==> config.mk <==
export PLATFORM = sky130hd
export DESIGN_NAME = image_run_length_encoder_unit
export DESIGN_NICKNAME = d
export VERILOG_FILES = /design/src/hdl/imrle_pkg.sv /design/src/hdl/image_run_length_encoder_unit.sv /design/src/hdl/imrle_front.sv /design/src/hdl/imrle_queue.sv /design/src/hdl/imrle_back.sv
export SDC_FILE = /design/constraint.sdc
export NUM_CORES = 1
export LEC_CHECK = 0
export ABC_CLOCK_PERIOD_IN_PS = 7600
export BUFFER_PORTS_ARGS = -buffer_cell sky130_fd_sc_hd__buf_4
export CAP_MARGIN = 20
export CORE_MARGIN = 4
export CORE_UTILIZATION = 48
export DETAILED_ROUTE_END_ITERATION = 10
export PLACE_DENSITY = 0.73
export SETUP_SLACK_MARGIN = 0.05
export SLEW_MARGIN = 20
export SYNTH_ARGS = -nofsm -noshare
export SYNTH_HDL_FRONTEND = slang
export SYNTH_SLANG_ARGS = --single-unit
==> constraint.sdc <==
create_clock -name clk -period 7.6 [get_ports clk]
set_clock_uncertainty 0.15 [all_clocks]
set_input_delay 0 -clock clk [delete_from_list [all_inputs] [get_ports clk]]
set_output_delay 0 -clock clk [all_outputs]
set_load 0.02 [all_outputs]
==> src/hdl/imrle_pkg.sv <==
// Shared types and constants of the image run-length encoder.
package imrle_pkg;

	localparam int ROW_W  = 10;
	localparam int COL_W  = 10;
	localparam int VAL_W  = 8;
	localparam int LEN_W  = 21;
	localparam int CFG_W  = 11;
	localparam int CFG_IDX_W = 2;
	localparam int SIZE_W = 17;
	localparam int QDEPTH = 4;
	localparam int QPTR_W = 2;
	localparam int TDATA_W = 56;

	localparam logic [LEN_W-1:0] LEN_MAX = {LEN_W{1'b1}};

	typedef enum logic [CFG_IDX_W-1:0] {
		CFG_NUM_ROWS  = 2'd0,
		CFG_NUM_COLS  = 2'd1,
		CFG_SKIP_ZERO = 2'd2,
		CFG_WRAP_ROWS = 2'd3
	} cfg_idx_t;

	typedef struct packed {
		logic [LEN_W-1:0] len;
		logic [VAL_W-1:0] value;
		logic [COL_W-1:0] col;
		logic [ROW_W-1:0] row;
	} run_t;

	// One entry of the command queue: up to two runs and the end-of-image flag.
	typedef struct packed {
		logic emit_a;
		run_t a;
		logic emit_b;
		run_t b;
		logic done;
	} cmd_t;

endpackage

==> src/hdl/image_run_length_encoder_unit.sv <==
// Top level of the image run-length encoder.
// Pixels enter in raster order at one transaction per cycle; each pixel is
// classified on acceptance by the front end, which updates the open run
// and queues a command only when runs or the end-of-image marker must go out.
// The output stage sends one run per cycle while m_tready allows, so a pixel that
// closes two runs costs two output transactions; a four-entry command queue absorbs
// such bursts and output stalls, and input is held off only while that queue is full.
// A pixel's first run goes through the command queue and then the output register.
module image_run_length_encoder_unit #(
	parameter int MAX_ROWS   = 1024,
	parameter int MAX_COLS   = 1024,
	parameter int PIXEL_BITS = 8
) (
	input  logic                             clk,
	input  logic                             arst_n,
	input  logic                             cfg_we,
	input  logic [imrle_pkg::CFG_IDX_W-1:0]  cfg_idx,
	input  logic [imrle_pkg::CFG_W-1:0]      cfg_data,
	input  logic                             s_tvalid,
	output logic                             s_tready,
	input  logic [imrle_pkg::VAL_W-1:0]      s_tdata,  // pixel_value
	output logic                             m_tvalid,
	input  logic                             m_tready,
	// run_row, run_start_col, run_value, run_length, zero fill
	output logic [imrle_pkg::TDATA_W-1:0]    m_tdata,
	output logic                             m_tuser,  // run_valid
	output logic                             m_tlast   // image_done
);
	import imrle_pkg::*;

	logic q_full, q_push, q_pop, q_head_valid;
	cmd_t q_cmd, q_head;

	imrle_front #(
		.MAX_ROWS   (MAX_ROWS),
		.MAX_COLS   (MAX_COLS),
		.PIXEL_BITS (PIXEL_BITS)
	) u_front (
		.clk      (clk),
		.arst_n   (arst_n),
		.cfg_we   (cfg_we),
		.cfg_idx  (cfg_idx),
		.cfg_data (cfg_data),
		.s_tvalid (s_tvalid),
		.s_tready (s_tready),
		.s_tdata  (s_tdata),
		.q_full   (q_full),
		.q_push   (q_push),
		.q_cmd    (q_cmd)
	);

	imrle_queue u_queue (
		.clk        (clk),
		.arst_n     (arst_n),
		.push       (q_push),
		.push_cmd   (q_cmd),
		.full       (q_full),
		.pop        (q_pop),
		.head_valid (q_head_valid),
		.head_cmd   (q_head)
	);

	imrle_back u_back (
		.clk        (clk),
		.arst_n     (arst_n),
		.head_valid (q_head_valid),
		.head_cmd   (q_head),
		.pop        (q_pop),
		.m_tvalid   (m_tvalid),
		.m_tready   (m_tready),
		.m_tdata    (m_tdata),
		.m_tuser    (m_tuser),
		.m_tlast    (m_tlast)
	);

endmodule

==> src/hdl/imrle_front.sv <==
// Front end: accepts pixels, tracks the open run and classifies emitted runs.
module imrle_front #(
	parameter int MAX_ROWS   = 1024,
	parameter int MAX_COLS   = 1024,
	parameter int PIXEL_BITS = 8
) (
	input  logic                         clk,
	input  logic                         arst_n,
	input  logic                         cfg_we,
	input  logic [imrle_pkg::CFG_IDX_W-1:0] cfg_idx,
	input  logic [imrle_pkg::CFG_W-1:0]  cfg_data,
	input  logic                         s_tvalid,
	output logic                         s_tready,
	input  logic [imrle_pkg::VAL_W-1:0]  s_tdata,
	input  logic                         q_full,
	output logic                         q_push,
	output imrle_pkg::cmd_t              q_cmd
);
	import imrle_pkg::*;

	localparam logic [VAL_W-1:0] PX_MASK =
		(PIXEL_BITS >= VAL_W) ? {VAL_W{1'b1}} : VAL_W'((1 << PIXEL_BITS) - 1);
	localparam logic [SIZE_W-1:0] MAX_ROWS_C = SIZE_W'(MAX_ROWS);
	localparam logic [SIZE_W-1:0] MAX_COLS_C = SIZE_W'(MAX_COLS);

	logic [CFG_W-1:0] num_rows_q, num_cols_q;
	logic             skip_zero_q, wrap_rows_q;
	logic [ROW_W-1:0] row_pos_q;
	logic [COL_W-1:0] col_pos_q;
	logic             run_open_q;
	run_t             cur_q;

	logic [SIZE_W-1:0] rows_c, cols_c, nr_ext, nc_ext;
	logic              row_end, img_end, match, flush, accept;
	logic [VAL_W-1:0]  px;
	run_t              nxt;

	always_ff @(posedge clk or negedge arst_n) begin
		if (!arst_n) begin
			num_rows_q  <= CFG_W'(1);
			num_cols_q  <= CFG_W'(1);
			skip_zero_q <= 1'b0;
			wrap_rows_q <= 1'b0;
		end else if (cfg_we) begin
			case (cfg_idx_t'(cfg_idx))
				CFG_NUM_ROWS:  num_rows_q  <= cfg_data;
				CFG_NUM_COLS:  num_cols_q  <= cfg_data;
				CFG_SKIP_ZERO: skip_zero_q <= cfg_data[0];
				CFG_WRAP_ROWS: wrap_rows_q <= cfg_data[0];
				default: ;
			endcase
		end
	end

	always_comb begin
		nr_ext = SIZE_W'(num_rows_q);
		nc_ext = SIZE_W'(num_cols_q);
		if (nr_ext == '0)
			rows_c = SIZE_W'(1);
		else if (nr_ext > MAX_ROWS_C)
			rows_c = MAX_ROWS_C;
		else
			rows_c = nr_ext;
		if (nc_ext == '0)
			cols_c = SIZE_W'(1);
		else if (nc_ext > MAX_COLS_C)
			cols_c = MAX_COLS_C;
		else
			cols_c = nc_ext;
	end

	assign px      = s_tdata & PX_MASK;
	assign row_end = SIZE_W'(col_pos_q) >= (cols_c - SIZE_W'(1));
	assign img_end = row_end && (SIZE_W'(row_pos_q) >= (rows_c - SIZE_W'(1)));
	assign match   = run_open_q && (px == cur_q.value);
	assign flush   = img_end || (row_end && !wrap_rows_q);
	assign s_tready = !q_full;
	assign accept  = s_tvalid && s_tready;

	always_comb begin
		if (match) begin
			nxt = cur_q;
			if (cur_q.len != LEN_MAX)
				nxt.len = cur_q.len + LEN_W'(1);
		end else begin
			nxt.value = px;
			nxt.row   = row_pos_q;
			nxt.col   = col_pos_q;
			nxt.len   = LEN_W'(1);
		end
	end

	always_comb begin
		q_cmd.emit_a = run_open_q && !match && !(skip_zero_q && cur_q.value == '0);
		q_cmd.a      = cur_q;
		q_cmd.emit_b = flush && !(skip_zero_q && nxt.value == '0);
		q_cmd.b      = nxt;
		q_cmd.done   = img_end;
		q_push       = accept && (q_cmd.emit_a || q_cmd.emit_b || img_end);
	end

	always_ff @(posedge clk or negedge arst_n) begin
		if (!arst_n) begin
			row_pos_q  <= '0;
			col_pos_q  <= '0;
			run_open_q <= 1'b0;
			cur_q      <= '0;
		end else if (accept) begin
			cur_q      <= nxt;
			run_open_q <= !flush;
			if (img_end) begin
				row_pos_q <= '0;
				col_pos_q <= '0;
			end else if (row_end) begin
				col_pos_q <= '0;
				row_pos_q <= row_pos_q + ROW_W'(1);
			end else begin
				col_pos_q <= col_pos_q + COL_W'(1);
			end
		end
	end

endmodule

==> src/hdl/imrle_queue.sv <==
// Short command queue between the front end and the output stage.
module imrle_queue (
	input  logic            clk,
	input  logic            arst_n,
	input  logic            push,
	input  imrle_pkg::cmd_t push_cmd,
	output logic            full,
	input  logic            pop,
	output logic            head_valid,
	output imrle_pkg::cmd_t head_cmd
);
	import imrle_pkg::*;

	cmd_t              mem_q [QDEPTH];
	logic [QPTR_W-1:0] wr_ptr_q, rd_ptr_q;
	logic [QPTR_W:0]   count_q;
	logic              do_pop;

	assign full       = count_q == (QPTR_W+1)'(QDEPTH);
	assign head_valid = count_q != '0;
	assign head_cmd   = mem_q[rd_ptr_q];
	assign do_pop     = pop && head_valid;

	always_ff @(posedge clk) begin
		if (push)
			mem_q[wr_ptr_q] <= push_cmd;
	end

	always_ff @(posedge clk or negedge arst_n) begin
		if (!arst_n) begin
			wr_ptr_q <= '0;
			rd_ptr_q <= '0;
			count_q  <= '0;
		end else begin
			if (push)
				wr_ptr_q <= wr_ptr_q + QPTR_W'(1);
			if (do_pop)
				rd_ptr_q <= rd_ptr_q + QPTR_W'(1);
			if (push && !do_pop)
				count_q <= count_q + (QPTR_W+1)'(1);
			else if (do_pop && !push)
				count_q <= count_q - (QPTR_W+1)'(1);
		end
	end

endmodule

==> src/hdl/imrle_back.sv <==
// Back end: expands queued commands into output transactions.
module imrle_back (
	input  logic                          clk,
	input  logic                          arst_n,
	input  logic                          head_valid,
	input  imrle_pkg::cmd_t               head_cmd,
	output logic                          pop,
	output logic                          m_tvalid,
	input  logic                          m_tready,
	output logic [imrle_pkg::TDATA_W-1:0] m_tdata,
	output logic                          m_tuser,
	output logic                          m_tlast
);
	import imrle_pkg::*;

	logic phase_q, m_tvalid_q, m_tuser_q, m_tlast_q;
	run_t run_q;
	logic sel_a, load, item_valid, item_last;
	run_t item;

	assign sel_a = !phase_q && head_cmd.emit_a;
	assign load  = head_valid && (!m_tvalid_q || m_tready);
	assign pop   = load && !(sel_a && head_cmd.emit_b);

	always_comb begin
		if (sel_a) begin
			item       = head_cmd.a;
			item_valid = 1'b1;
			item_last  = head_cmd.done && !head_cmd.emit_b;
		end else if (head_cmd.emit_b) begin
			item       = head_cmd.b;
			item_valid = 1'b1;
			item_last  = head_cmd.done;
		end else begin
			item       = '0;
			item_valid = 1'b0;
			item_last  = 1'b1;
		end
	end

	always_ff @(posedge clk or negedge arst_n) begin
		if (!arst_n) begin
			phase_q    <= 1'b0;
			m_tvalid_q <= 1'b0;
		end else begin
			if (load) begin
				phase_q    <= sel_a && head_cmd.emit_b;
				m_tvalid_q <= 1'b1;
			end else if (m_tready) begin
				m_tvalid_q <= 1'b0;
			end
		end
	end

	always_ff @(posedge clk) begin
		if (load) begin
			run_q     <= item;
			m_tuser_q <= item_valid;
			m_tlast_q <= item_last;
		end
	end

	assign m_tvalid = m_tvalid_q;
	assign m_tdata  = TDATA_W'(run_q);
	assign m_tuser  = m_tuser_q;
	assign m_tlast  = m_tlast_q;

endmodule

After elaboration in Yosys (flattened, before gate mapping)
Memory sizes are Yosys's and may differ from the RTL's.
Index checks and enable logic that the tools add are counted.
Widths: inputs -> output; s select.
{ "totals": {"wordCells": 111, "latchBits": 0, "n_memories": 1, "reg_bits": 154, "out_inout_bits": 60, "in_bits": 26, "romBits": 0, "ram_bits": 404} }
{ "memory_table": {"columns": ["name", "words", "width", "read_ports", "rd_ports_with_merged_regs", "write_ports", "line", "text"], "rows": [
  ["u_queue.mem_q", 4, 101, 1, 0, 1, "imrle_queue.sv:14", "cmd_t mem_q [QDEPTH];"]
]} }
{ "op_classes": {"n_shift": 0, "mul": 0, "n_lt_le_gt_ge": 4, "div": 0, "bitwise_logic": 0, "add_sub_neg": 9, "n_mux": 21, "n_eq_ne": 6, "n_reduce_logical": 48} }
{ "op_table": {"columns": ["operator", "n"], "rows": [
  ["$mux 49", 3],
  ["$mux 10", 4],
  ["$ge 10x17->1", 2],
  ["$mux 17", 2],
  ["$sub 17x1->17 const B", 2],
  ["$gt 11x11->1 const B", 2],
  ["$logic_not 11->1", 2],
  ["$mux 11", 2],
  ["$add 21x1->21 const B", 1],
  ["$mux 21", 1],
  ["$ne 21x21->1 const B", 1],
  ["$add 10x1->10 const B", 2],
  ["$logic_and 1x1->1", 18],
  ["$logic_not 8->1", 2],
  ["$logic_not 1->1", 12],
  ["$reduce_and 2->1", 5],
  ["$eq 8x8->1", 1],
  ["$mux 1", 7],
  ["$mux 3", 2],
  ["$reduce_bool 2->1", 3],
  ["$add 2x1->2 const B", 2],
  ["$eq 2x2->1 const B", 2],
  ["$logic_or 1x1->1", 4],
  ["$add 3x1->3 const B", 1],
  ["other kinds (5)", 5]
]} }

Depth between registers and ports, before layout
{ "logic_depth": {"word_depth": 15, "ltp_mapped": 23, "depth_no_buf": 22} }

Hierarchy
A second synthesis with hierarchy kept.
{ "unflattened": {"cells_unflattened": 1438, "hier_area_um2": 23387.4} }
{ "by_module_without_submodules": {"columns": ["mod", "n_inst", "area_per_inst_um2", "cells_each", "seq_area_each_um2"], "rows": [
  ["imrle_queue", 1, 15040.7, 562, 12306.8],
  ["imrle_front", 1, 5934.4, 637, 2354.8],
  ["imrle_back", 1, 2412.3, 239, 1581.5]
]} }

Least setup slack after synthesis
No wires, ideal clock.
{ "synth_path": {"kind": "flip-flop to flip-flop", "start": "register u_front.num_rows_q[3]", "end": "memory u_queue.mem_q[0][0] (netlist name), enable pin", "period_less_slack_ps": 6495, "n_path_buf": 1, "path_slack_ps": 1105, "setup_time_ps": 471, "required_time_ps": 6979, "stages_incl_launch_ff": 19, "arrival_ps": 5873, "cell_sequence": "dfrtp_1 > buf_2 > nor4_2 > nand2_1 > or3_1 > nor2_1 > o21bai_1 > ha_1 > nor2b_1 > a31oi_1 > o21ai_0 > ha_1 > o21a_1 > o211ai_1 > and2_1 > a211oi_2 > nand3_4 > a21oi_2 > and2_1"} }
{ "synth_between": {"elab_chain_len": 13, "elab_cells_between_ends": 14, "cone_classes": "add/sub (1); order compare (2); mux (4); reduce/logical (7)"} }
{ "synth_lines": {"columns": ["item", "line", "text"], "rows": [
  ["start: declaration", "imrle_front.sv:26", "logic [CFG_W-1:0] num_rows_q, num_cols_q;"],
  ["start signal: assignment", "imrle_front.sv:46", "CFG_NUM_ROWS: num_rows_q <= cfg_data;"],
  ["$gt 11x11->1", "imrle_front.sv:60", "else if (nr_ext > MAX_ROWS_C)"],
  ["$mux 11", "imrle_front.sv:60", null],
  ["$mux 17 (*)", "imrle_front.sv:58", "if (nr_ext == '0)"],
  ["$sub 17x1->17 (*)", "imrle_front.sv:74", "assign img_end = row_end && (SIZE_W'(row_pos_q) >= (rows_c - SIZE_W'(1)));"],
  ["$ge 10x17->1 (*)", "imrle_front.sv:74", null],
  ["$logic_and 1x1->1 (*)", "imrle_front.sv:74", null],
  ["$logic_or 1x1->1", "imrle_front.sv:76", "assign flush = img_end || (row_end && !wrap_rows_q);"],
  ["$logic_and 1x1->1", "imrle_front.sv:96", "q_cmd.emit_b = flush && !(skip_zero_q && nxt.value == '0);"],
  ["$logic_or 1x1->1", "imrle_front.sv:99", "q_push = accept && (q_cmd.emit_a || q_cmd.emit_b || img_end);"],
  ["$logic_or 1x1->1 (*)", "imrle_front.sv:99", null],
  ["$logic_and 1x1->1 (*)", "imrle_front.sv:99", null],
  ["net q_push", "image_run_length_encoder_unit.sv:31", "logic q_full, q_push, q_pop, q_head_valid;"],
  ["$mux 1 (*)", "imrle_queue.sv:25", "if (push)"],
  ["$mux 1 (implied by the code) (*)", "imrle_queue.sv:26", "mem_q[wr_ptr_q] <= push_cmd;"],
  ["end: declaration", "imrle_queue.sv:14", null]
]} }
The timed path passes the listed nets; every way through them passes the cells marked *.

Worst setup path after layout
{ "layout_path": {"start": "register u_front.num_cols_q[4]", "end": "memory u_queue.mem_q[0][48] (netlist name), enable pin"} }
{ "layout_between": {"elab_chain_len": 13, "elab_cells_between_ends": 15, "cone_classes": "add/sub (1); order compare (2); mux (4); reduce/logical (8)"} }
{ "layout_lines": {"columns": ["item", "line", "text"], "rows": [
  ["start: declaration", "imrle_front.sv:26", null],
  ["start signal: assignment", "imrle_front.sv:47", "CFG_NUM_COLS: num_cols_q <= cfg_data;"],
  ["$gt 11x11->1", "imrle_front.sv:66", "else if (nc_ext > MAX_COLS_C)"],
  ["$mux 11", "imrle_front.sv:66", null],
  ["$mux 17 (*)", "imrle_front.sv:64", "if (nc_ext == '0)"],
  ["$sub 17x1->17 (*)", "imrle_front.sv:73", "assign row_end = SIZE_W'(col_pos_q) >= (cols_c - SIZE_W'(1));"],
  ["$ge 10x17->1 (*)", "imrle_front.sv:73", null],
  ["$logic_and 1x1->1 (on tied branches)", "imrle_front.sv:74, imrle_front.sv:76", null],
  ["$logic_or 1x1->1", "imrle_front.sv:76", null],
  ["$logic_and 1x1->1", "imrle_front.sv:96", null],
  ["$logic_or 1x1->1", "imrle_front.sv:99", null],
  ["$logic_or 1x1->1 (*)", "imrle_front.sv:99", null],
  ["$logic_and 1x1->1 (*)", "imrle_front.sv:99", null],
  ["net q_push", "image_run_length_encoder_unit.sv:31", null],
  ["$mux 1 (*)", "imrle_queue.sv:25", null],
  ["$mux 1 (implied by the code) (*)", "imrle_queue.sv:26", null]
]} }
Marked as above.

==> metrics.md <==
| Metric | Value |
|---|---|
| WP data arrival | `around 5.8 ns` |
| TritonCTS clock tree | `yes` |
| Chip Width | `between 200 and 250 um` |
| Synth Area per Inst | `16.3 sq um` |
| Asr flop ratio synth | `~18%` |
| Most common cell in the synthesized netlist | `edfxtp_1` |
| Die footprint | `52200 sq um` |
| Num CTS Buffers | `56` |
| Yosys top cell by area | `edfxtp_1` |
| Vias in the first global route | `about 13000` |
| Endpoints failing setup | `0` |
| Clock insertion delay at the later pin of the skew report | `roughly 0.6 ns` |
| Pwr dens | `375 nW/um^2` |
| Final Wtd Congestion | `between 0.8 and 0.9` |
| Synth cell types | `74` |
| DR vias/cell | `about 5.7` |
| Gr ovfl total | `0` |
| Initial Utilization | `48.7%` |
| Leak | `around 9.4 nW` |
| DR vias | `around 13000` |
| Placement Cell Area | `~25000 sq um` |
| Min-delay worst type | `input port to register` |
| Placement Rows | `80` |
| Placed wire-length estimate | `roughly 26 mm` |
| Yosys reg bits | `approximately 560` |
| Routed len/inst | `20.9 um` |
| Top cell type's share of synthesized area | `a little under 60%` |
| Final antenna-violating net count | `0` |
| Core ar. | `roughly 48000 sq um` |
| Post-route cell area | `26800 sq um` |
| RSZ-0062 raised after global routing | `no` |
| DRC Markers | `0` |
| Setup bufs post-CTS | `0` |
| Root Buffer Master | `clkbuf_16` |
| Critical Path End Type | `register` |
| Routed WL | `approximately 46 mm` |
| Setup CP Type | `register to register` |
| H-tree levels | `2` |
| Sinks on Clock Net | `roughly 560` |
| Final worst path period need | `approximately 5.8 ns` |
| Initial antenna violation count | `0` |
| Post-synth top flop | `edfxtp_1` |
| Tightest Pin Transition | `~1.1 ns` |
| Post-synth EDFFs | `between 400 and 500` |
| Cells after synthesis | `about 1400` |
| Final hold violation count | `0` |
| Slew HR | `around 29%` |
| Ranking of synthesized cells by area | `edfxtp_1 (59%), dfrtp_1 (11%), mux4_2 (9.5%)` |
| Detailed Routing Iterations Pass 1 | `5` |
| I/O Pins | `86` |
| Number of diodes | `0` |
| Status | `complete, no violations` |
| VDD IR max | `between 0.2 and 0.25 mV` |
| Share of layout cells above drive strength 1 | `between 20% and 30%` |
| Clk slew on worst S/H paths | `approximately 0.060 ns` |
| Non-Filler Instances | `about 2200` |
| Max-cap violations | `0` |
| Final Cycle Share | `75.8%` |
| I/O Buffers | `78` |
| Area growth syn-to-layout | `14.7%` |
| Post-synthesis sequential area ratio | `a little over two thirds` |
| CTS max path bufs | `3` |
| Fmax | `between 150 and 200 MHz` |
| Setup tns final | `0 ns` |
| Setup crit start kind | `register` |
| Synth Cell Area | `23400 sq um` |
| Nets | `1597` |
| Largest net degree at the start of global routing | `67` |
| First-pass GRT wire length | `74.2 mm` |
| Total GRT Usage | `between 15 and 20%` |
| Drt initial violations | `about 1100` |
| Crit path required time | `7.67 ns` |
| Die Y | `229 um` |
| Cells after DPL | `~2100` |
| Slew Viols, Final | `0` |
| Syn. warnings | `0` |
| Post-synth top cells | `edfxtp_1 (455), nand2_1 (114), dfrtp_1 (101)` |
| Util after Layout | `roughly 56%` |
| CP max FO | `just under 60` |
-- area by class of cell --
class	count	area (sq um)
fill	3595	21100
sequential	558	16300
multi-input combinational	784	6770
clock buffer	84	1660
timing repair buffer	126	1090
tap	615	769
clock inverter	22	200
inverter	14	52.6
-- timing repair --
item | CTS | global route
setup endpoints to repair | 0 | 0
hold endpoints to repair | 122 | 0
resized for setup | 0 | 0
hold buffers | 31 | 0
-- final timing paths --
path	startpoint	end	slack, ns	cells past startpoint
max	u_front.num_cols_q[4]	u_queue.mem_q[0][48]	1.84	17
min	s_tdata[5]	u_queue.mem_q[3][26]	0.05	2
max reg2reg	u_front.num_cols_q[4]	u_queue.mem_q[0][48]	1.84	17
min reg2reg	u_queue.count_q[2]	u_queue.count_q[2]	0.36	1
max in group asynchronous	arst_n	u_queue.rd_ptr_q[1]	6.09	4
min in group asynchronous	arst_n	u_front.col_pos_q[3]	0.32	4
-- sequential cells by signal, summed over array words and instances (netlist names), 3 cells and up --
register and cells:
u_queue.mem_q 404, u_queue.count_q 3, u_front.num_rows_q 11, u_front.q_cmd 49, u_front.col_pos_q 10, u_back.m_tdata 49, u_front.num_cols_q 11, u_front.row_pos_q 10
-- cell usage in the layout (no fill, tap or decap), types with 8 or more instances in the layout --
| cell | n |
|---|---|
| mux2_2 | 67 |
| buf_4 | 91 |
| dfrtp_1 | 99 |
| nand2_1 | 113 |
| dlygate4sd3_1 | 30 |
| nand4_1 | 13 |
| ha_1 | 30 |
| o31ai_1 | 19 |
| xnor2_1 | 22 |
| a21oi_1 | 21 |
| mux4_2 | 99 |
| clkbuf_8 | 9 |
| xor2_1 | 18 |
| nor2_1 | 51 |
| nand2b_1 | 60 |
| nand3_1 | 24 |
| edfxtp_1 | 455 |
| clkbuf_16 | 59 |
| o21a_1 | 8 |
| nor3_1 | 11 |
| clkbuf_1 | 16 |
| o21ai_0 | 100 |
| clkinv_2 | 10 |
| inv_1 | 14 |
| nor2b_1 | 15 |
| and3_1 | 13 |
-- kinds of logic (layout without fill, tap and decap cells) --
logic type | Yosys count | count (layout) | synth area share, %
compound gates | 188 | 188 | 4.81
xor+xnor | 40 | 40 | 1.50
fa+ha+maj | 32 | 32 | 1.74
buf+inv | 96 | 246 | 1.77
flops | 558 | 558 | 69.5
mux | 169 | 169 | 12.9
other cells | 1 | 7 | 0.0161
simple gates | 348 | 348 | 7.71
-- power by group --
part	internal (mW)	total, mW	switching, mW
registers	4.20	4.58	0.389
logic	1.21	2.75	1.54
clock network	1.61	2.72	1.11
total	7.01	10.1	3.05
-- layer usage --
| layer | routed length [um] | track usage (%) |
|---|---|---|
| met5 | 0 | 0 |
| met4 | 927 | 4.76 |
| met3 | 2350 | 2.97 |
| met2 | 23700 | 31.0 |
| met1 | 19000 | 23.2 |
-- stage by stage --
step	power (mW)	hold slack [ns]	worst slack [ns]
floorplan	6.49	-0.446	1.11
global placement	7.34	-0.0830	1.96
detailed placement	7.43	-0.0795	1.81
CTS	10.2	0.0161	1.80
global route	10.6	0.0388	1.35
finish	10.1	0.0510	1.84
-- critical path, cell delays in order (launching register included) --
cell and delay [ns]:
dfrtp_1 0.44, or3_4 0.38, or4_4 0.43, nor2_1 0.17
o21bai_1 0.10, ha_1 0.26, or3b_1 0.27, nor3_1 0.08
a221oi_1 0.31, ha_1 0.23, o21ai_0 0.08, a21oi_1 0.16
o221ai_2 0.13, nor2_2 0.47, nand3_4 0.22, a21oi_2 0.37
and2_4 0.66, buf_12 0.43
Power figures use the tool's default switching activity.
